<file path="src/sv/hts_pkg.sv">
`default_nettype none

package hts_pkg;

	localparam int NUM_BUCKETS_DEF = 1024;
	localparam int WAYS_DEF        = 4;

	localparam int CFG_W = 11;
	localparam int KEY_W = 31;
	localparam int VAL_W = 32;
	localparam int CNT_W = 13;
	localparam int KV_W  = KEY_W + VAL_W;   // one way: {key, value}

	localparam logic [CFG_W-1:0] BC_RESET = CFG_W'(1024);

	// remainder unit: 4 dividend bits per cycle
	localparam int DVD_W     = 32;
	localparam int DIV_BPS   = 4;
	localparam int DIV_STEPS = DVD_W / DIV_BPS;
	localparam int DIV_CW    = $clog2(DIV_STEPS);

	localparam logic OP_INSERT = 1'b0;
	localparam logic OP_FIND   = 1'b1;

	typedef enum logic [1:0] {
		ST_OK   = 2'd0,
		ST_DUP  = 2'd1,
		ST_MISS = 2'd2,
		ST_FULL = 2'd3
	} status_t;

	typedef enum logic [1:0] {
		S_CLEAR,
		S_IDLE,
		S_DIV,
		S_LOOK
	} state_t;

	typedef struct packed {
		status_t           status;
		logic [VAL_W-1:0]  found_value;
		logic              do_write;
	} match_res_t;

endpackage

`default_nettype wire

</file>
<file path="src/sv/hts_div.sv">
`default_nettype none

// key mod divisor, restoring, DIV_BPS bits per cycle
module hts_div (
	input  wire logic                           clk,
	input  wire logic                           arst_n,
	input  wire logic                           start,
	input  wire logic [hts_pkg::KEY_W-1:0]      dividend,
	input  wire logic [hts_pkg::CFG_W-1:0]      divisor,
	output logic                                done,
	output logic      [hts_pkg::CFG_W-1:0]      rem
);

	logic [hts_pkg::DVD_W-1:0]  dvd_q;
	logic [hts_pkg::CFG_W-1:0]  rem_q;
	logic [hts_pkg::CFG_W-1:0]  d_q;
	logic [hts_pkg::CFG_W-1:0]  rem_nx;
	logic [hts_pkg::DIV_CW-1:0] cnt_q;
	logic                       busy_q;
	logic                       done_q;

	always_comb begin
		logic [hts_pkg::CFG_W:0]   t;
		logic [hts_pkg::CFG_W-1:0] r;
		r = rem_q;
		t = '0;
		for (int i = 0; i < hts_pkg::DIV_BPS; i++) begin
			t = {r, dvd_q[hts_pkg::DVD_W-1-i]};
			if (t >= {1'b0, d_q}) begin
				t = t - {1'b0, d_q};
			end
			r = t[hts_pkg::CFG_W-1:0];
		end
		rem_nx = r;
	end

	always_ff @(posedge clk) begin
		if (start) begin
			dvd_q <= hts_pkg::DVD_W'(dividend);
			rem_q <= '0;
			d_q   <= divisor;
		end else if (busy_q) begin
			dvd_q <= dvd_q << hts_pkg::DIV_BPS;
			rem_q <= rem_nx;
		end
	end

	always_ff @(posedge clk or negedge arst_n) begin
		if (!arst_n) begin
			busy_q <= 1'b0;
			done_q <= 1'b0;
			cnt_q  <= '0;
		end else if (start) begin
			busy_q <= 1'b1;
			done_q <= 1'b0;
			cnt_q  <= '0;
		end else if (busy_q) begin
			cnt_q <= cnt_q + 1'b1;
			if (cnt_q == hts_pkg::DIV_CW'(hts_pkg::DIV_STEPS - 1)) begin
				busy_q <= 1'b0;
				done_q <= 1'b1;
			end
		end else begin
			done_q <= 1'b0;
		end
	end

	assign done = done_q;
	assign rem  = rem_q;

endmodule

`default_nettype wire

</file>
<file path="config.mk">
export PLATFORM = sky130hd
export DESIGN_NAME = hts_div
export DESIGN_NICKNAME = d
export VERILOG_FILES = /design/src/sv/hts_pkg.sv /design/src/sv/hts_div.sv
export SDC_FILE = /design/constraint.sdc
export NUM_CORES = 1
export LEC_CHECK = 0
export ABC_AREA = 1
export BUFFER_PORTS_ARGS = -buffer_cell sky130_fd_sc_hd__clkbuf_2
export CAP_MARGIN = 20
export CORE_MARGIN = 4
export CORE_UTILIZATION = 54
export DETAILED_ROUTE_END_ITERATION = 8
export HOLD_SLACK_MARGIN = 0.1
export PLACE_DENSITY = 0.77
export SYNTH_ARGS = -nofsm -noshare
export SYNTH_HDL_FRONTEND = slang
export SYNTH_SLANG_ARGS = --single-unit
</file>
<file path="constraint.sdc">
create_clock -name clk -period 6.74 [get_ports clk]
set_input_delay 1.348 -clock clk [delete_from_list [all_inputs] [get_ports clk]]
set_output_delay 1.348 -clock clk [all_outputs]
set_load 0.02 [all_outputs]
</file>
==> summary.txt <==
Logic synthesis
  • Post-synth EDFFs: 42
  • Syn_nets: 829
  • Prevailing post-synth register cell: edfxtp_1
  • Largest family of logic cells by synthesized area: simple AND/OR/NAND/NOR gates
  • Post-Synth Simple-Gate Area: 35.34%
  • Yosys reg bits: 59
  • Warnings from Yosys: 0
  • Yosys top cell by area: edfxtp_1
  • FFs w/ async S/R, synth: 8.475%
  • Seq/Total Area, Yosys: 31.02%
  • Cell variety after synth: 44
  • Cells taking the most area after synthesis: edfxtp_1 (24%), nand2_1 (19%), ha_1 (11%)
  • Mapped cell area: 5244 sq um
  • Synth Area in Compound Gates: ~6.7%
  • Post-synthesis adder-cell area fraction: approximately an eighth
  • Most frequent cell after synthesis: nand2_1
  • Synthesized instance count: 734
  • Post-synthesis mux area share: 0%
  • Top-area cell type share of the netlist area: about a quarter
  • Most instantiated cells after synthesis: nand2_1 (262), inv_1 (102), nand3_1 (61), ha_1 (46), edfxtp_1 (42)
  • Xor/xnor share of the synthesized area: 5.011%
  • Avg Inst Size Synth: 7.144 sq um

Setup path
  • Max stage delay on crit path: 0.46 ns
  • Startpoint Class: register
  • CP max-delay cell: fa_1
  • CP most frequent cell: nand2_1
  • WP data arrival: 6.76 ns
  • Critical Path RT: 6.96 ns
  • Setup Crit Path Kind: reg -> reg
  • Worst Path Max Fanout: 7
  • Crit end category: register

Floorplan
  • IO Pins: 57
  • Initial Util: between 50% and 60%
  • Core area: 9328 sq um
  • Area of the die: 11,350 sq um
  • Die Span Y: approximately 110 um
  • Row Count: 35
  • DIE WIDTH: 106.5 um

Drt
  • Vias per cell: 5.590
  • DRT Pass-1 Iters: 6
  • Routed len/inst: 16.53 um
  • Total vias in the final route: 5,478
  • Iteration-0 DRC Markers: 574
  • Final WL: roughly 16 mm
  • Drt drc: 0
  • Post-route ant nets: 0

STA
  • Final period utilization: a little over nine tenths
  • Final hold violations: 0
  • Actual slew at the worst max-slew pin: about 1.1 ns
  • Min Clock Period, post-route: 6.541 ns
  • F_max: 152.9 MHz
  • Max_slew headroom: 25.25%
  • Final Setup Violations: 0
  • Layout Skew: 0.009694 ns
  • Slew Limit Fails: 0

Flow run
  • Max-cap violations: 0

Clocking
  • H-tree levels: 3
  • Clock insertion delay at the later pin of the skew report: 0.33 ns
  • Clock Pin Slew Worst Setup and Hold Paths: 0.07 ns
  • Clock Tree Root: clkbuf_8
  • Num CTS Buffers: 9
  • Clock sink count: 59
  • TritonCTS clock tree: done
  • Maximum clock path buffer count: 2

Global route
  • Grt total ovfl: 0
  • Largest net degree at the start of global routing: 45
  • Global Route Usage Sum: 26.82%
  • First-pass GRT wire length: between 20 and 25 mm
  • Number of global-route vias before repair: 4,887
  • Initial antenna violation count: 0

Min path
  • HP Class: reg -> reg

Cells and area
  • FF+latch area: ~1600 sq um
  • Area growth syn-to-layout: 26.46%
  • Final #Nets: 942
  • Final core area utilization: between 70% and 80%
  • Multi-input gate area: approximately 3500 sq um
  • Share of cells above drive strength 1: roughly a quarter
  • Antenna cells: 0
  • Fill cells: 788

Run status
  • Status: complete, no violations

Placement
  • DP HPWL: 12.17 mm
  • Port Buffers: 56
  • GPL Wtd Cong: 0.9854
-- path summary, 6_finish.rpt --
path                                     startpoint                     end  slack [ns]  cells after the start
worst max-delay path               d_q[9]$_DFFE_PP_     rem[1]$_SDFFE_PP0P_        0.20                     41
worst min-delay path            dvd_q[27]$_DFFE_PP_  dvd_q[31]$_SDFFE_PP0P_        0.45                      2
worst max register to register     d_q[9]$_DFFE_PP_     rem[1]$_SDFFE_PP0P_        0.20                     41
worst min register to register  dvd_q[27]$_DFFE_PP_  dvd_q[31]$_SDFFE_PP0P_        0.45                      2
max in group asynchronous                    arst_n        done$_DFFE_PN0P_        5.79                      1
min in group asynchronous                    arst_n        busy_q$_DFF_PN0_        0.82                      1
-- logic make-up (layout without fill, tap and decap cells) --
logic type / Yosys count / count (layout)
and+or+nand+nor: 412 / 415
buffers and inverters: 123 / 237
AOI/OAI and AO/OA: 60 / 60
DFF: 59 / 59
adders and majority gates: 50 / 50
xor gates and xnor gates: 30 / 30
-- sequential cells by signal, indices dropped and copies added, names as in the netlist --
signal	flops
dvd_q	32
d_q	11
rem	11
cnt_q	3
busy_q	1
done	1
-- cells in the final DEF, fill, tap and decap left out, drive strengths merged, types with 3 or more instances in the layout --
| master | count |
|---|---|
| edfxtp | 42 |
| nand3 | 69 |
| inv | 105 |
| nor2 | 44 |
| xor2 | 16 |
| fa | 4 |
| nand2 | 270 |
| nand3b | 3 |
| a21boi | 5 |
| a21oi | 31 |
| o21ai | 17 |
| clkbuf | 65 |
| dfxtp | 12 |
| xnor2 | 14 |
| clkinv | 4 |
| dfrtp | 5 |
| nand4 | 22 |
| buf | 60 |
| ha | 46 |
-- metal layers --
| layer | GRT usage [%] | up-vias | routed length (um) |
|---|---|---|---|
| met5 | 0 | - | 0 |
| met4 | 5.662 | 0 | 472 |
| met3 | 6.497 | 48 | 1617 |
| met2 | 41.99 | 317 | 7418 |
| met1 | 37.84 | 2490 | 6695 |
| li1 | - | 2623 | - |
-- metrics by stage --
stage / setup TNS (ns) / cells / hold slack (ns) / setup slack [ns] / cell area [sq um]
global route: -1.797 / 980 / 0.4737 / -0.1988 / 6631
detailed placement: -0.3428 / 953 / 0.4363 / -0.05476 / 5971
floorplan: 0 / 734 / 0.4215 / 0.2516 / 5244
finish: 0 / 980 / 0.4506 / 0.1987 / 6631
CTS: 0 / 970 / 0.4507 / 0.02078 / 6167
global placement: 0 / 953 / 0.4319 / 0.1194 / 5971
-- final cells by class --
class                   instances  share of cell area (%)
multi-input cells             555                   52.64
flip-flops and latches         59                   24.53
repair buffers                116                   11.62
inverters                     106                   6.038
well taps                     129                   2.434
clock buffers                   9                   1.868
clock inverters                 6                  0.8679
-- critical path, delay by kind of cell (launching register included) --
| kind | cells | cell delay (ns) |
|---|---|---|
| buffers and inverters | 7 | 0.74 |
| AOI/OAI and AO/OA | 6 | 1.15 |
| and+or+nand+nor | 24 | 2.81 |
| DFF | 1 | 0.37 |
| adders and majority gates | 4 | 1.38 |
-- what timing repair did --
item                       CTS  global route
gates cloned                 0             3
gates resized for setup      1            75
pin swaps                    0            12
setup endpoints to repair   11            11
hold buffers                 0             0
setup buffers                2             6
Power is left out: the tool's default activity adds up to more than one toggle a clock period on the data nets, which glitch-free logic cannot reach.
