File: src/sv/hts_ram.sv
`default_nettype none

module hts_ram #(
	parameter int W = 8,
	parameter int D = 16
) (
	input  wire logic                                clk,
	input  wire logic                                we,
	input  wire logic [((D > 1) ? $clog2(D) : 1)-1:0] waddr,
	input  wire logic [W-1:0]                        wdata,
	input  wire logic                                re,
	input  wire logic [((D > 1) ? $clog2(D) : 1)-1:0] raddr,
	output logic      [W-1:0]                        rdata
);

	logic [W-1:0] mem [D];

	always_ff @(posedge clk) begin
		if (we) begin
			mem[waddr] <= wdata;
		end
		if (re) begin
			rdata <= mem[raddr];
		end
	end

endmodule

`default_nettype wire

File: config.mk
export PLATFORM = sky130hd
export DESIGN_NAME = hts_ram
export DESIGN_NICKNAME = d
export VERILOG_FILES = /design/src/sv/hts_ram.sv
export SDC_FILE = /design/constraint.sdc
export NUM_CORES = 1
export LEC_CHECK = 0
export CAP_MARGIN = 20
export CORE_AREA = 5 5 151 153
export DETAILED_ROUTE_END_ITERATION = 7
export DIE_AREA = 0 0 156 158
export DONT_BUFFER_PORTS = 1
export SYNTH_ARGS = -nofsm -noshare
export SYNTH_HDL_FRONTEND = slang
export SYNTH_SLANG_ARGS = --single-unit
export TNS_END_PERCENT = 50
File: constraint.sdc
create_clock -name clk -period 2.55 [get_ports clk]
set_input_delay 0.51 -clock clk [delete_from_list [all_inputs] [get_ports clk]]
set_output_delay 0.51 -clock clk [all_outputs]
set_load 0.01 [all_outputs]
==> results of run 1 <==
-- how the worst min path moves through the flow --
stage | slack, ps | to | start
after floorplan | 610 | mem[0][0] | wdata[0]
after global placement | 610 | mem[6][0] | wdata[0]
after detailed placement | 610 | mem[7][0] | wdata[0]
after CTS | 180 | mem[4][7] | wdata[7]
after global routing | 170 | mem[5][1] | wdata[1]
final | 190 | mem[4][1] | wdata[1]
-- power groups by stage --
stage	clock [mW]	combinational, mW	sequential, mW
after global routing	2.40	0.147	2.55
after CTS	2.29	0.139	2.55
after global placement	0	0.139	2.59
after detailed placement	0	0.138	2.59
final	2.27	0.137	2.54
after floorplan	0	0.127	2.58
-- flip-flops by register name (all words and copies together), names as in the netlist --
register and cells:
mem 128, rdata 8
-- synth_stat cells (all sizes together) --
cell type        n
edfxtp         136
clkdlybuf4s25    3
a22oi           16
nor3             4
and2             1
nand2            9
or3b             1
buf              7
nand2b           2
and2b            1
nor2b            1
nand3b           2
nor2            13
mux4            32
nand3            1
-- kinds of logic (layout without fill, tap and decap cells) --
family / after synthesis / after routing / share of synthesized area
buf+inv: 10 / 46 / 0.0165
compound gates: 16 / 16 / 0.0230
flops: 136 / 136 / 0.781
mux: 32 / 32 / 0.148
simple gates: 35 / 35 / 0.0314
-- layer usage --
metal  up-vias  GRT usage  wire (um)
li1       1024          -          -
met1      1242      0.116       4720
met2        68      0.139       5070
met3         9     0.0410        849
met4         0     0.0375        163
met5         -          0          0
-- critical path, stage by stage, from the launching register on --
cell and delay, ps:
edfxtp_1 350, mux4_1 560, a22oi_1 220, nand2_1 130
-- cells in the final DEF (no fill, tap or decap), drive strengths merged --
| cell | n |
|---|---|
| a22oi | 16 |
| and2 | 1 |
| and2b | 1 |
| buf | 14 |
| bufinv | 2 |
| clkbuf | 22 |
| clkinv | 6 |
| clkinvlp | 2 |
| edfxtp | 136 |
| mux4 | 32 |
| nand2 | 9 |
| nand2b | 2 |
| nand3 | 1 |
| nand3b | 2 |
| nor2 | 13 |
| nor2b | 1 |
| nor3 | 4 |
| or3b | 1 |
-- cell type report --
cell class | count | area, um^2 | area share
Clock buffer | 22 | 444 | 0.0723
Timing Repair Buffer | 14 | 105 | 0.0171
Sequential cell | 136 | 4080 | 0.665
Tap cell | 280 | 350 | 0.0570
Multi-Input combinational cell | 83 | 1060 | 0.172
Clock inverter | 10 | 104 | 0.0169
-- metrics by stage --
| step | utilization | total power, mW |
|---|---|---|
| 2_1_floorplan | - | 2.71 |
| 3_3_place_gp | 0.261 | 2.73 |
| 3_5_place_dp | 0.261 | 2.73 |
| 4_1_cts | 0.287 | 4.98 |
| 5_1_grt | 0.287 | 5.10 |
| 6_report | 0.287 | 4.95 |
==> results.toml, run 1 <==
[setup_path]
crit_type = "flip-flop to flip-flop"
cp-end-kind = "flip-flop"
startpoint = "mem[9][5]"
reg2reg_to = "rdata[5]"
r2r_cells = 3
crit-reg2reg-launch = "mem[9][5]"
worstPathArrival_ps = 1670
endpoint = "rdata[5]"
startpoint_type = "flip-flop"
required_ps = 2700
reg2reg_slack_ps = 1030
worstPathMaxFanout = 1

[placement]
placed_cells = 513
place_ws_ps = 695
place_hpwl_mm = 6.85
io_buffers = 0
dpl_cell_area_um2 = 5600
gp_congestion = 0.711

[pwr]
power_frac_comb = 0.028
p_switching_mw = 0.927
p_seq_frac = 0.514
clkPwrFrac = 0.458
p_sw_frac = 0.187
p_per_area_nw_per_um2 = 805
total_leakage_power_nw = 1.95
internal_power_mw = 4.02
peakVddDrop_uv = 353

[drt]
vias = 2343
detail-route-antenna-nets = 0
firstDrtPassIters = 6
drt_iter0_markers = 236
avgRoutedWirePerCell_um = 19.8
drc = 0
routed_wl_mm = 10.8
viasPerCell = 4.30

[logic_synthesis]
syn_area_um2 = 5230
yosys_warnings = 0
synth_cell_type_count = 18
ys_seq_area_frac = 0.781
synth_seq_cells = 136
yosys.area.top_type = "edfxtp_1"
synth_top_area_share = 0.781
ys_top_cells_by_area = "edfxtp_1 78%, mux4_2 7.8%, mux4_1 7.0%"
avgSynthCellArea_um2 = 22.8
synth_nets = 248
syn_inst = 229

[floorplanning]
initial_core_util = 0.244
die_w_um = 156
die_area_um2 = 24600
num_rows = 54
io_pins = 27
coreArea_um2 = 21400
die_h_um = 158

[hold_path]
hold_path_depth = 0
hold_path.class = "input pin to flip-flop"

[sta]
slew_headroom = 0.430
rsz0062_at_grt = "no"
drv_slew = 0
final.period_utilization = 0.597
setup_tns_ps = 0
hold_viol_final = 0
fmax_ghz = 0.657
post-route-min-period_ps = 1520
clock-skew-final_ps = 7.30
hold_ws_ps = 190
finalSetupViolations = 0
tightest_slew_ps = 852
timing.final.ws_setup_ps = 1030

[clocking]
cts.sinks = 136
cts.clk_slew.worst_paths_ps = 60
clk_path_buf_depth = 2
post_cts_buffers = 0
ctsResizeCount = 0
h-tree-depth = 4
numCtsBuffers = 17
cts_root_buf = "clkbuf_16"
hold_buffers = 0
worstSkewPairLatency_ps = 410
cts_tree = "built"

[global_route]
grt_pass1_wl_mm = 15.9
grtUsageTotal = 0.0920
grt_overflow = 0
antenna_found_initial = 0
grt_pass1_vias = 2438
grt_max_degree = 33

[cells_and_area]
antenna_cells = 0
syn_to_final_growth_pct = 17.5
fillers = 2044
final_area_um2 = 6140
finalNetCount = 271
finalNonFillerCells = 545
layout-drive-gt1-share = 0.223

[flow_run]
cap_violations = 0

[outcome]
status = "complete, no violations"
Note: power is estimated with default switching activity, not from simulation.
==> run 2: changes to the inputs <==
- clock period: 2.55 -> 1.2 ns (I/O delays scaled with it)
==> results.toml, run 2 (same netlist as run 1, synthesis figures left out) <==
[outcome]
status = "finished, violations left"
failed_checks = "setup timing"

[drt]
firstDrtPassIters = 4
routed_wl_mm = 9.82
drt_iter0_markers = 92
vias = 2306
drc = 0
avgRoutedWirePerCell_um = 17.7
detail-route-antenna-nets = 0
viasPerCell = 4.15

[clocking]
cts.sinks = 136
h-tree-depth = 4
cts_root_buf = "clkbuf_16"
cts.clk_slew.worst_paths_ps = 60
cts_tree = "built"
numCtsBuffers = 17
clk_path_buf_depth = 2
worstSkewPairLatency_ps = 400

[cells_and_area]
largest_reg_flops = 128
syn_to_final_growth_pct = 21.8
reg_top3 = "mem (128), rdata (8)"
fin_util = 0.297
final_cell_mix = "136 x edfxtp_1, 32 x mux4_2, 17 x clkbuf_16, 12 x buf_4, 11 x a22oi_2"
finalNetCount = 281
layout-drive-gt1-share = 0.339
finalNonFillerCells = 555
regMostFlops = "mem"
final_common_cell = "edfxtp_1"
final_area_um2 = 6370

[hold_path]
hold_path_depth = 2
hold_path.class = "input pin to flip-flop"

[floorplanning]
io_pins = 27
num_rows = 54
die_h_um = 158
die_area_um2 = 24600
die_w_um = 156
initial_core_util = 0.244
coreArea_um2 = 21400

[setup_path]
worstPathArrival_ps = 1560
cp-end-kind = "flip-flop"
startpoint_type = "flip-flop"
worstPathMaxFanout = 1
required_ps = 1340
r2r_cells = 3
crit_type = "flip-flop to flip-flop"

[sta]
fmax_ghz = 0.706
post-route-min-period_ps = 1420
setup_tns_ps = -1500
hold_viol_final = 0
finalSetupViolations = 8
drv_slew = 0
final.period_utilization = 1.18
hold_ws_ps = 164
timing.final.ws_setup_ps = -216
rsz0062_at_grt = "yes"
clock-skew-final_ps = 8.49
slew_headroom = 0.370
tightest_slew_ps = 944

[global_route]
grt_pass1_vias = 2507
grtUsageTotal = 0.0848
antenna_found_initial = 1
grt_pass1_wl_mm = 15.4
grt_overflow = 0
grt_max_degree = 33

[placement]
placed_cells = 514
gp_congestion = 0.688
place_ws_ps = -291
dpl_cell_area_um2 = 5640
io_buffers = 0
place_hpwl_mm = 6.43

[pwr]
peakVddDrop_uv = 932
finalPower_mw = 10.9
p_per_area_nw_per_um2 = 1710
total_leakage_power_nw = 1.96

[flow_run]
cap_violations = 0
==> run 2: cell types whose count changed in the layout (fill, tap and decap cells not counted), moves of 3 or more <==
cell           change
clkbuf_1           -4
buf_12             +3
nor2_1             -3
dlygate4sd3_1      +9
a22oi_1           -11
mux4_1            -14
nor3_1             -3
clkinv_2           -4
nor2_4             +3
mux4_2            +14
a22oi_2           +11
==> run 2: critical path, cell delays in order, from the launching register on <==
cell and delay (ps):
edfxtp_1 350, mux4_2 480, a22oi_2 210, nand2_1 110
==> run 2: cell type report <==
type | count | area (um^2)
Fill cell | 2029 | 15000
Tap cell | 280 | 350
Sequential cell | 136 | 4080
Clock inverter | 13 | 154
Timing Repair Buffer | 24 | 240
Multi-Input combinational cell | 83 | 1110
Antenna cell | 1 | 2.50
Clock buffer | 18 | 429
==> run 2: final timing paths <==
check / from / endpoint / slack (ps)
max: mem[3][7] / rdata[7] / -220
min reg2reg: mem[15][5] / rdata[5] / 760
max reg2reg: mem[3][7] / rdata[7] / -220
min: waddr[1] / mem[0][4] / 160
==> run 2: timing repair <==
action / in CTS / in global routing
buffers inserted: 0 / 0
pin swaps: 5 / 2
endpoints found under the setup margin: 8 / 8
endpoints found under the hold margin: 136 / 0
gates resized for setup: 11 / 2
hold buffers: 9 / 0
==> run 2: power breakdown <==
group	internal [mW]	total (mW)	leakage, nW	switching (mW)
registers	5.36	5.40	1.24	0.0412
clock network	3.23	5.06	0.271	1.83
logic	0.204	0.420	0.451	0.215
==> run 2: routing by layer <==
| metal | track usage | part of all wire |
|---|---|---|
| met1 | 0.104 | 0.44 |
| met2 | 0.143 | 0.52 |
| met3 | 0.0238 | 0.031 |
| met4 | 0.0313 | 0.012 |
| met5 | 0 | 0 |
