$ cat config.mk
export PLATFORM = sky130hd
export DESIGN_NAME = hts_match
export DESIGN_NICKNAME = d
export VERILOG_FILES = /design/src/sv/hts_pkg.sv /design/src/sv/hts_match.sv
export SDC_FILE = /design/constraint.sdc
export NUM_CORES = 1
export LEC_CHECK = 0
export BUFFER_PORTS_ARGS = -buffer_cell sky130_fd_sc_hd__buf_2
export CAP_MARGIN = 40
export CORE_AREA = 2 2 235 237
export DETAILED_ROUTE_END_ITERATION = 10
export DIE_AREA = 0 0 237 239
export PLACE_DENSITY_LB_ADDON = 0.2
export SYNTH_ARGS = -nofsm -noshare
export SYNTH_HDL_FRONTEND = slang
export SYNTH_SLANG_ARGS = --single-unit
$ cat constraint.sdc
create_clock -name vclk -period 8.2
set_input_delay 1.64 -clock vclk [all_inputs]
set_output_delay 1.64 -clock vclk [all_outputs]
set_load 0.03 [all_outputs]
$ cat src/sv/hts_pkg.sv
`default_nettype none

package hts_pkg;

	localparam int NUM_BUCKETS_DEF = 1024;
	localparam int WAYS_DEF        = 4;

	localparam int CFG_W = 11;
	localparam int KEY_W = 31;
	localparam int VAL_W = 32;
	localparam int CNT_W = 13;
	localparam int KV_W  = KEY_W + VAL_W;   // one way: {key, value}

	localparam logic [CFG_W-1:0] BC_RESET = CFG_W'(1024);

	// remainder unit: 4 dividend bits per cycle
	localparam int DVD_W     = 32;
	localparam int DIV_BPS   = 4;
	localparam int DIV_STEPS = DVD_W / DIV_BPS;
	localparam int DIV_CW    = $clog2(DIV_STEPS);

	localparam logic OP_INSERT = 1'b0;
	localparam logic OP_FIND   = 1'b1;

	typedef enum logic [1:0] {
		ST_OK   = 2'd0,
		ST_DUP  = 2'd1,
		ST_MISS = 2'd2,
		ST_FULL = 2'd3
	} status_t;

	typedef enum logic [1:0] {
		S_CLEAR,
		S_IDLE,
		S_DIV,
		S_LOOK
	} state_t;

	typedef struct packed {
		status_t           status;
		logic [VAL_W-1:0]  found_value;
		logic              do_write;
	} match_res_t;

endpackage

`default_nettype wire

$ cat src/sv/hts_match.sv
`default_nettype none

// compare all ways of one bucket, pick the lowest free way for an insert
module hts_match #(
	parameter int WAYS = 4
) (
	input  wire logic                               op,
	input  wire logic [hts_pkg::KEY_W-1:0]          key,
	input  wire logic [hts_pkg::VAL_W-1:0]          value,
	input  wire logic [WAYS-1:0]                    valid_row,
	input  wire logic [WAYS*hts_pkg::KV_W-1:0]      kv_row,
	output hts_pkg::match_res_t                     res,
	output logic      [WAYS-1:0]                    valid_new,
	output logic      [WAYS*hts_pkg::KV_W-1:0]      kv_new
);

	always_comb begin
		logic                      hit;
		logic                      free_taken;
		logic [hts_pkg::VAL_W-1:0] found;
		hit        = 1'b0;
		free_taken = 1'b0;
		found      = '0;
		valid_new  = valid_row;
		kv_new     = kv_row;
		for (int w = 0; w < WAYS; w++) begin
			if (!hit && valid_row[w]
					&& kv_row[w*hts_pkg::KV_W+hts_pkg::VAL_W +: hts_pkg::KEY_W] == key) begin
				hit   = 1'b1;
				found = kv_row[w*hts_pkg::KV_W +: hts_pkg::VAL_W];
			end
		end
		for (int w = 0; w < WAYS; w++) begin
			if (!free_taken && !valid_row[w]) begin
				free_taken   = 1'b1;
				valid_new[w] = 1'b1;
				kv_new[w*hts_pkg::KV_W +: hts_pkg::KV_W] = {key, value};
			end
		end

		res.found_value = '0;
		res.do_write    = 1'b0;
		if (op == hts_pkg::OP_FIND) begin
			if (hit) begin
				res.status      = hts_pkg::ST_OK;
				res.found_value = found;
			end else begin
				res.status = hts_pkg::ST_MISS;
			end
		end else if (hit) begin
			res.status = hts_pkg::ST_DUP;
		end else if (free_taken) begin
			res.status   = hts_pkg::ST_OK;
			res.do_write = 1'b1;
		end else begin
			res.status = hts_pkg::ST_FULL;
		end
	end

endmodule

`default_nettype wire

==> impl.org, run 1 <==
** Finish
- Summing all flip-flop and latch instances after layout gives 0 µm².
- After the last flow step, the layout net total stands at between 1,000 and 1,500.
- Layout area overhead :: 60.8%
- In the final layout, the share of cells above drive strength 1 is 0.768.
- The final layout contains a sequential cell count of 0.
- Clock buffers in the final layout number 0.
- For this run, the share of the core covered by cells in the final layout is 0.172.

** Pwr
- Summed over all cells, the static leakage comes to roughly 0.0042 µW.
- IR analysis of the VDD net gives a maximum drop of between 0.02 and 0.03 mV.
- After layout, the design draws a total of 675 µW.
- Cell area power density :: roughly 72 nW/µm²

** STA
- Setup violations remaining at the end of the flow were counted as 0.
- Slew Viols, Final :: 0
- Setup repair after global routing left no endpoint under its margin.
- Derived from the worst setup path, the maximum achievable clock frequency is 0.159 GHz.
- In this run the tightest slew margin relative to its limit is 0.459.
- The smallest clock period supported by the final layout is computed as around 6.3 ns.
- Sum of negative setup slack :: 0 ns
- For the pin with the worst max-slew slack, the measured transition is 0.804 ns.
- Final Hold Viols :: 0
- Worst Hold Slack :: 3.67 ns
- Part of the cycle the worst path needs :: 0.765

** Placement
- Number of input and output port buffers inserted :: 610
- RD Place Congestion :: between 0.7 and 0.8
- Detailed placement finished with a half-perimeter wire length of 38,900 µm.

** Min path
- Kind of path behind the tightest hold check :: in2out

** Floorplanning
- Number of cell rows :: 86
- Area of the die :: between 50,000 and 60,000 µm²
- Die extent in y :: between 200 and 250 µm
- The core region is 54,300 µm².
- The initial utilization of the core area, before any placement, comes to 0.107.
- The die is approximately 240 µm wide.
- Pin placement for this block handled just over 600 I/O pins.

** Yosys
- In this run the cell area of the synthesized design comes to ~6000 µm².
- Synthesis produced a netlist with a net count of approximately 940.
- Register area share after synthesis :: 0
- In the synthesized netlist, the cells that appear most often are sky130_fd_sc_hd__mux2_2 (252), sky130_fd_sc_hd__xnor2_1 (100).
- Portion of synthesized cell area occupied by the leading cell type :: 0.487
- Counting every instance in the synthesized netlist gives around 620.
- Largest area contributor in the netlist :: sky130_fd_sc_hd__mux2_2
- Library cells used by synthesis :: 33
- Post-Synthesis Mean Instance Area :: approximately 9.3 µm²
- The Yosys step of the flow raised 0 warnings.
- sky130_fd_sc_hd__mux2_2 is the most common cell in the netlist.
- Ranked by total cell area, the synthesized netlist is headed by sky130_fd_sc_hd__mux2_2 (49%), sky130_fd_sc_hd__xnor2_1 (15%), sky130_fd_sc_hd__a221o_1 (5.3%), sky130_fd_sc_hd__a32o_1 (5.3%), sky130_fd_sc_hd__o21a_1 (4.0%).

** Critical path
- Worst-path maximum fanout :: 33
- STA classifies the critical path endpoint as an output port.
- The critical path is of the in2out type.
- Category of the worst setup path launch point :: primary input
- STA puts the critical path data required time at approximately 6.6 ns.
- STA puts the critical path data arrival time at approximately 4.6 ns.

** Route
- Antenna-violating nets left :: 0
- Wires add up to 45,300 µm.
- Vias after detailed routing :: about 7,700
- Average wire per cell in the routed design :: ~24 µm
- Vias per cell :: 4.11
- Iteration-0 DRC count of the detailed router :: roughly 330
- Drt drc :: 0
- The first detailed-routing pass took 4 iterations.

** Job
- Across the run, the number of max-cap violations was 0.

** Clock network
- # resized after CTS :: 0
- Buffers inserted to repair hold after CTS numbered 0.
- Setup repair bufs after CTS :: 0

** GRT
- Entering global routing, the biggest net connects 39 pins.
- Grt ovf :: 0
- Vias in the first global route :: around 7,800
- Aggregate global-route resource usage :: 0.147
- Antenna violations before repair :: 11
- Global-route wire length before repair :: approximately 60,000 µm

** Status
- The run finished with clean final reports.
## critical path, stage by stage
cell	delay [ns]
sky130_fd_sc_hd__buf_2	0.15
sky130_fd_sc_hd__xnor2_1	0.41
sky130_fd_sc_hd__nand4_1	0.18
sky130_fd_sc_hd__nor4_2	0.66
sky130_fd_sc_hd__and2_2	0.31
sky130_fd_sc_hd__buf_4	0.41
sky130_fd_sc_hd__nor4_1	0.22
sky130_fd_sc_hd__a2111oi_2	0.36
sky130_fd_sc_hd__buf_2	0.28
## per-stage QoR
step           instances  area [µm²]  setup slack [ns]
2_1_floorplan        624        5830              2.82
3_3_place_gp        1861        9320              1.81
3_5_place_dp        1863        9360              1.79
4_1_cts             1863        9360              1.79
5_1_grt             1864        9370              1.69
6_report            1865        9370              1.93
## kinds of logic (layout without fill, tap and decap cells)
group / Yosys count / after routing / synth area share
AOI/OAI and AO/OA: 99 / 99 / 0.157
xor gates and xnor gates: 124 / 124 / 0.186
buffers and inverters: 87 / 622 / 0.0919
muxes: 254 / 254 / 0.490
other: 1 / 3 / 0.000644
and+or+nand+nor: 59 / 59 / 0.0739
## metal layers
layer	global-route usage	vias to the layer above	share of wire
met5	0	-	0.00051
met1	0.157	3687	0.37
met2	0.296	476	0.54
met3	0.0270	50	0.070
li1	-	3456	-
met4	0.0313	4	0.026
## placed cells by master, fill, tap and decap left out, types with 2 or more instances in the layout
| cell | count |
|---|---|
| sky130_fd_sc_hd__nor4_2 | 4 |
| sky130_fd_sc_hd__o21a_1 | 31 |
| sky130_fd_sc_hd__nor2_1 | 3 |
| sky130_fd_sc_hd__xor2_1 | 24 |
| sky130_fd_sc_hd__diode_2 | 2 |
| sky130_fd_sc_hd__buf_4 | 10 |
| sky130_fd_sc_hd__nor4_1 | 8 |
| sky130_fd_sc_hd__mux2i_1 | 2 |
| sky130_fd_sc_hd__nand4_1 | 26 |
| sky130_fd_sc_hd__mux2_2 | 252 |
| sky130_fd_sc_hd__and3_1 | 2 |
| sky130_fd_sc_hd__a21oi_1 | 2 |
| sky130_fd_sc_hd__a32o_1 | 31 |
| sky130_fd_sc_hd__nand3b_1 | 2 |
| sky130_fd_sc_hd__xnor2_1 | 100 |
| sky130_fd_sc_hd__or4_4 | 2 |
| sky130_fd_sc_hd__a221o_1 | 31 |
| sky130_fd_sc_hd__buf_2 | 609 |
| sky130_fd_sc_hd__nand4_2 | 3 |
## worst paths after layout
path                         from       to  slack [ns]  cells after the start
worst max-delay path       key[7]  res[31]        1.93                      9
worst min-delay path  kv_row[207]  res[19]        3.67                      3
## cell type report
type | instances | area (µm²)
fill | 6289 | 45000
multi-input combinational | 537 | 5310
timing repair buffer | 621 | 3170
tap | 704 | 881
antenna | 2 | 5.00
inverter | 1 | 3.75
## where the power goes
group	total (µW)	switching (µW)	internal, µW
clock network	0.0000332	0	0.0000332
logic	675	429	245
registers	0	0	0
No activity file was read; power rests on OpenSTA's default activity.
==> inputs of run 2 (changes only) <==
--- a/config.mk
+++ b/config.mk
@@ -7,9 +7,9 @@
 export LEC_CHECK = 0
 export BUFFER_PORTS_ARGS = -buffer_cell sky130_fd_sc_hd__buf_2
 export CAP_MARGIN = 40
-export CORE_AREA = 2 2 235 237
+export CORE_AREA = 2 2 237 239
 export DETAILED_ROUTE_END_ITERATION = 10
-export DIE_AREA = 0 0 237 239
+export DIE_AREA = 0 0 239 241
 export PLACE_DENSITY_LB_ADDON = 0.2
 export SYNTH_ARGS = -nofsm -noshare
 export SYNTH_HDL_FRONTEND = slang
==> constraint.sdc (replaced) <==
create_clock -name vclk -period 5.8
set_input_delay 1.16 -clock vclk [all_inputs]
set_output_delay 1.16 -clock vclk [all_outputs]
set_load 0.03 [all_outputs]
==> impl.org, run 2 (synthesis gave the netlist of run 1 again) <==
** Status
- Result of the run: finished clean (unchanged).

** STA
- The setup total negative slack came to 0 ns (unchanged).
- The final-report hold violation count came to 0 (unchanged).
- Worst slew margin relative to its limit :: 0.508 (was 0.459)
- Part of the cycle the worst path needs :: 0.935
- Slew at the pin with the worst max-slew slack :: 0.738 ns (was 0.804 ns)
- The final critical-path setup slack was 0.379 ns (was 1.93 ns).
- RSZ-0062 raised after global routing :: false (unchanged)
- Finish-stage setup viols :: 0 (unchanged)
- After layout, the minimum clock period comes to around 5.4 ns.
- Slew Viols, Final :: 0 (unchanged)
- Highest achievable clock rate :: about 0.18 GHz

** Route
- The wire length per cell is 24.4 µm (was 24.3 µm).
- Antenna-violating nets left :: 0 (unchanged)
- The number of DRC markers after the initial detailed-route iteration is 256 (was 333).
- The number of vias per cell came to 4.11 (about the same).
- The iteration count of the initial detailed-routing pass is 5 (was 4).
- The via total after detailed routing came to 7,726 (was 7,673).
- The post-route DRC violation count is 0 (unchanged).
- The total detailed-routing wirelength was 45,900 µm (was 45,300 µm).

** Job
- The count of maximum capacitance violations was 0 (unchanged).

** Critical path
- The number of buffers and inverters on the critical path came to 3 (unchanged).
- The biggest cell delay along the critical path came to 0.69 ns (was 0.66 ns).
- Required time worst endpoint :: 4.64 ns (was 6.56 ns)
- The critical path capture point type is an output port (unchanged).
- Arrival time worst endpoint :: 4.26 ns (was 4.63 ns)
- The dominant delay contributor by cell family on the critical path is simple AND/OR/NAND/NOR gates (unchanged).
- The library cell appearing most often on the critical path was sky130_fd_sc_hd__buf_2 (unchanged).
- Worst-path cell with the longest stage delay :: sky130_fd_sc_hd__or4_4 (was sky130_fd_sc_hd__nor4_2)
- Crit-path cells :: buf_2, xnor2_1, nand4_1, or4_4, a211oi_4, buf_4, a221o_1, a32o_1, buf_2 (was buf_2, xnor2_1, nand4_1, nor4_2, and2_2, buf_4, nor4_1, a2111oi_2, buf_2)
- The kind of launch point of the worst setup path is a primary input (unchanged).
- The kind of critical path is in2out (unchanged).
- The maximum fanout along the worst path came to 31 (was 33).

** Finish
- Commonest cells after routing, fill and taps aside: sky130_fd_sc_hd__buf_2 (611), sky130_fd_sc_hd__mux2_2 (252), sky130_fd_sc_hd__xnor2_1 (100) (was sky130_fd_sc_hd__buf_2 (609), sky130_fd_sc_hd__mux2_2 (252), sky130_fd_sc_hd__xnor2_1 (100)).
- The total area of sequential cells came to 0 µm² (unchanged).
- Layout cell share with drive strength beyond 1 :: 0.771 (was 0.768)
- The final instance area is 9510 µm² (was 9370 µm²).
- Layout area overhead :: 63.2% (was 60.8%)
- Number of nets in the final layout :: 1,497 (was 1,481)
- The number of sequential storage elements came to 0 (unchanged).
- The commonest non-fill, non-tap cell in the layout was sky130_fd_sc_hd__buf_2 (unchanged).
- Clock buffer cells :: 0 (unchanged)

** Floorplanning
- The full die area was 57,600 µm² (was 56,600 µm²).
- Number of cell rows :: 86 (unchanged)
- The I/O pin total is 611 (unchanged).
- The standard cell core area was 54,900 µm² (was 54,300 µm²).
- Starting utilization of the core area :: 0.106 (was 0.107)
- Die extent in y :: 241 µm (was 239 µm)
- The die width was 239 µm (was 237 µm).

** GRT
- The global router's overall resource usage came to 0.145 (was 0.147).
- The overall overflow remaining after global route came to 0 (unchanged).
- Routing usage on met1 :: 0.156 (was 0.157)
- The via count of the first global-routing pass came to 7,802 (was 7,830).
- The global routing usage on met2 was 0.294 (was 0.296).
- The most crowded layer after global routing is met2 (unchanged).
- Met3 usage :: 0.0193 (was 0.0270)
- Global-route wire length before repair :: 59,700 µm (was 60,300 µm)
- The maximum number of pins on one net before global-route repair was 40 (was 39).
- Antenna violations before repair :: 9 (was 11)

** Placement
- The global placement routability congestion came to 0.802 (was 0.799).
- The half-perimeter wire length of the detailed placement result was 39,300 µm (was 38,900 µm).
- The placed standard-cell area was 9500 µm² (was 9360 µm²).
- Pre-CTS setup slack :: 0.282 ns (was 1.79 ns)
- Number of input and output port buffers inserted :: 610 (unchanged)

** Clock network
- Setup repair bufs after CTS :: 0 (unchanged)
- Number of hold-repair buffers added at the cts stage :: 0 (unchanged)
- The number of gates given a new drive strength after cts came to 0 (unchanged).

** Min path
- The class of the most critical hold timing path is in2out (unchanged).
[run 2: cell count changes in the layout (fill, tap and decap cells not counted)]
cell and delta:
sky130_fd_sc_hd__buf_4 +12, sky130_fd_sc_hd__buf_12 +2, sky130_fd_sc_hd__buf_2 +2
[run 2: worst paths after layout]
kind,startpoint,end,slack [ns],cells after the start
min,kv_row[206],res[18],2.70,3
max,key[11],res[5],0.38,9
[run 2: tightest hold or removal path, stage by stage]
cell	delay [ns]
sky130_fd_sc_hd__buf_2	0.09
sky130_fd_sc_hd__a32o_1	0.11
sky130_fd_sc_hd__buf_2	0.19
[run 2: routing by layer]
metal	up-vias	share of wire
li1	3505	-
met1	3693	0.37
met2	473	0.54
met3	53	0.067
met4	2	0.025
met5	-	0.00028
[run 2: cell type report]
type | count | area (µm²)
Inverter | 1 | 3.75
Tap cell | 704 | 881
Fill cell | 6296 | 45400
Multi-Input combinational cell | 537 | 5310
Antenna cell | 2 | 5.00
Timing Repair Buffer | 637 | 3310
[run 2: per-stage QoR]
| stage | hold slack (ns) | std cells | util |
|---|---|---|---|
| 4_1_cts | 2.71 | 1879 | 0.173 |
| 3_5_place_dp | 2.71 | 1879 | 0.173 |
| 5_1_grt | 2.71 | 1880 | 0.173 |
| 2_1_floorplan | 2.50 | 624 | - |
| 3_3_place_gp | 2.71 | 1876 | 0.173 |
| 6_report | 2.70 | 1881 | 0.173 |
==> inputs of run 3 (changes only) <==
--- a/config.mk
+++ b/config.mk
@@ -11,6 +11,7 @@
 export DETAILED_ROUTE_END_ITERATION = 10
 export DIE_AREA = 0 0 239 241
 export PLACE_DENSITY_LB_ADDON = 0.2
+export RECOVER_POWER = 100
 export SYNTH_ARGS = -nofsm -noshare
 export SYNTH_HDL_FRONTEND = slang
 export SYNTH_SLANG_ARGS = --single-unit
==> impl.org, run 3 (synthesis gave the netlist of run 1 again) <==
** STA
- Final Hold Viols :: 0 (unchanged)
- RSZ-0062 raised after global routing: false (unchanged).
- Clock period minus worst slack :: 5.50 ns (was 5.42 ns)
- The actual transition at the worst max-transition pin was 2.13 ns (was 0.738 ns).
- The maximum clock rate was 0.182 GHz (was 0.184 GHz).
- Finish-stage setup viols :: 0 (unchanged)
- The fraction of the cycle the final worst path needs is 0.949 (was 0.935).
- The final-report max-slew violation count was 87 (was 0).
- Worst slew margin relative to its limit :: -0.417 (was 0.508)
- Sum of negative setup slack :: 0 ns (unchanged)

** Finish
- The total number of nets in the final design came to 1,497 (unchanged).
- The number of sequential storage elements came to 0 (unchanged).
- The share of final-layout standard cells stronger than drive strength 1 came to 0.557 (was 0.771).
- Leading cell type in the layout, fill and taps excluded :: sky130_fd_sc_hd__buf_2 (unchanged)
- Layout area overhead :: 57.7% (was 63.2%)
- The area taken by multi-input logic gates is 5290 µm² (was 5310 µm²).
- The count of fill cells added during filler insertion was 6,439 (was 6,296).
- Commonest cells after routing, fill and taps aside: sky130_fd_sc_hd__buf_2 (367), sky130_fd_sc_hd__mux2_2 (240), sky130_fd_sc_hd__clkbuf_1 (236) (was sky130_fd_sc_hd__buf_2 (611), sky130_fd_sc_hd__mux2_2 (252), sky130_fd_sc_hd__xnor2_1 (100)).
- Sequential cell area :: 0 µm² (unchanged)
- The total of clock buffers placed in the layout was 0 (unchanged).

** Min path
- Kind of path behind the tightest hold check :: in2out (unchanged)
- The startpoint of the most critical hold path is kv_row[206] (unchanged).
- The hold-critical path depth came to 3 (unchanged).
- The endpoint with the worst hold slack was res[18] (unchanged).

** Status
- Violations in the final reports :: max-capacitance violations, max-slew violations
- Result of the run: finished with violations (was finished clean).

** Critical path
- The maximum fanout along the worst path is 32 (was 31).
- Critical Path Sink Type :: output port (unchanged)
- The kind of critical path is in2out (unchanged).
- The critical path data arrival time is 4.34 ns (was 4.26 ns).
- Category of the worst setup path launch point :: primary input (unchanged)
- The required time at the endpoint of the critical path was 4.64 ns (about the same).

** GRT
- Antenna violations before repair :: 9 (unchanged)
- The global router's overall resource usage came to 0.145 (unchanged).
- The maximum number of pins on one net before global-route repair came to 40 (unchanged).
- Global-route wire length before repair :: 59,700 µm (unchanged)
- Grt ovf :: 0 (unchanged)
- Vias in the first global route :: 7,802 (unchanged)

** Job
- Number of max-cap violations :: 3 (was 0)

** Clock network
- Number of hold-repair buffers added at the cts stage :: 0 (unchanged)
- # resized after CTS :: 0 (unchanged)
- Setup repair bufs after CTS :: 0 (unchanged)

** Route
- Detailed-router iteration count before antenna repair :: 4 (was 5)
- Antenna-violating nets left :: 0 (unchanged)
- The number of vias per cell was 4.12 (was 4.11).
- Vias after detailed routing :: 7,759 (was 7,726)
- Iteration-0 DRC count of the detailed router :: 264 (was 256)
- Wire length reported by the detailed router :: 45,700 µm (was 45,900 µm)
- Drt drc :: 0 (unchanged)
- Average wire per cell in the routed design :: 24.3 µm (was 24.4 µm)

** Floorplanning
- The initial core utilization is 0.106 (unchanged).
- Core region area :: 54,900 µm² (unchanged)
- Number of top-level pins :: 611 (unchanged)
- The vertical die dimension is 241 µm (unchanged).
- The number of placement rows is 86 (unchanged).
- The die width came to 239 µm (unchanged).
- Area of the die :: 57,600 µm² (unchanged)

** Placement
- The total of buffers placed on input and output ports was 610 (unchanged).
- The half-perimeter wire length of the detailed placement result came to 39,300 µm (unchanged).
- The global placement routability congestion came to 0.802 (unchanged).
-- run 3: changes by cell type in the layout (fill, tap and decap cells not counted), moves of 2 or more --
cell | previous run | this run
sky130_fd_sc_hd__or4_4 | 2 | 0
sky130_fd_sc_hd__buf_4 | 22 | 18
sky130_fd_sc_hd__mux2_1 | 0 | 12
sky130_fd_sc_hd__clkbuf_2 | 0 | 11
sky130_fd_sc_hd__buf_2 | 611 | 367
sky130_fd_sc_hd__mux2_2 | 252 | 240
sky130_fd_sc_hd__clkbuf_1 | 0 | 236
-- run 3: worst max-delay path by stage --
stage | slack [ns] | endpoint | start | depth (start not counted)
4_1_cts | 0.28 | res[5] | key[11] | 9
5_1_grt | 0.14 | res[31] | key[11] | 8
3_5_place_dp | 0.28 | res[5] | key[11] | 9
3_3_place_gp | 0.27 | res[5] | key[11] | 9
6_report | 0.30 | res[7] | key[11] | 8
2_1_floorplan | 1.38 | res[31] | key[26] | 9
-- run 3: area by class of cell --
type / count / area share
diodes: 2 / 0.000545
well taps: 704 / 0.0958
multi-input cells: 537 / 0.576
repair buffers: 637 / 0.327
inverters: 1 / 0.000408
-- run 3: worst max-delay path, cell delays in order --
cell and delay, ns:
sky130_fd_sc_hd__buf_2 0.20, sky130_fd_sc_hd__xnor2_1 0.34, sky130_fd_sc_hd__nand4_1 0.37, sky130_fd_sc_hd__or4_1 0.73
sky130_fd_sc_hd__nor2_1 0.25, sky130_fd_sc_hd__or4_2 0.70, sky130_fd_sc_hd__a32o_1 0.29, sky130_fd_sc_hd__clkbuf_2 0.22
-- run 3: per-stage QoR --
step,instance area (µm²),instances,setup WS (ns),hold WS [ns],utilization
CTS,9500,1879,0.282,2.71,0.173
floorplan,5830,624,1.38,2.50,-
finish,9190,1881,0.299,2.70,0.167
global route,9190,1880,0.141,2.71,0.167
global placement,9470,1876,0.265,2.71,0.173
detailed placement,9500,1879,0.282,2.71,0.173
-- run 3: per-layer routing --
| layer | vias to the layer above | GRT usage | routed length [µm] |
|---|---|---|---|
| li1 | 3497 | - | - |
| met2 | 477 | 0.294 | 24700 |
| met4 | 2 | 0.0326 | 1200 |
| met5 | - | 0 | 13 |
| met1 | 3728 | 0.156 | 16800 |
| met3 | 55 | 0.0193 | 2960 |
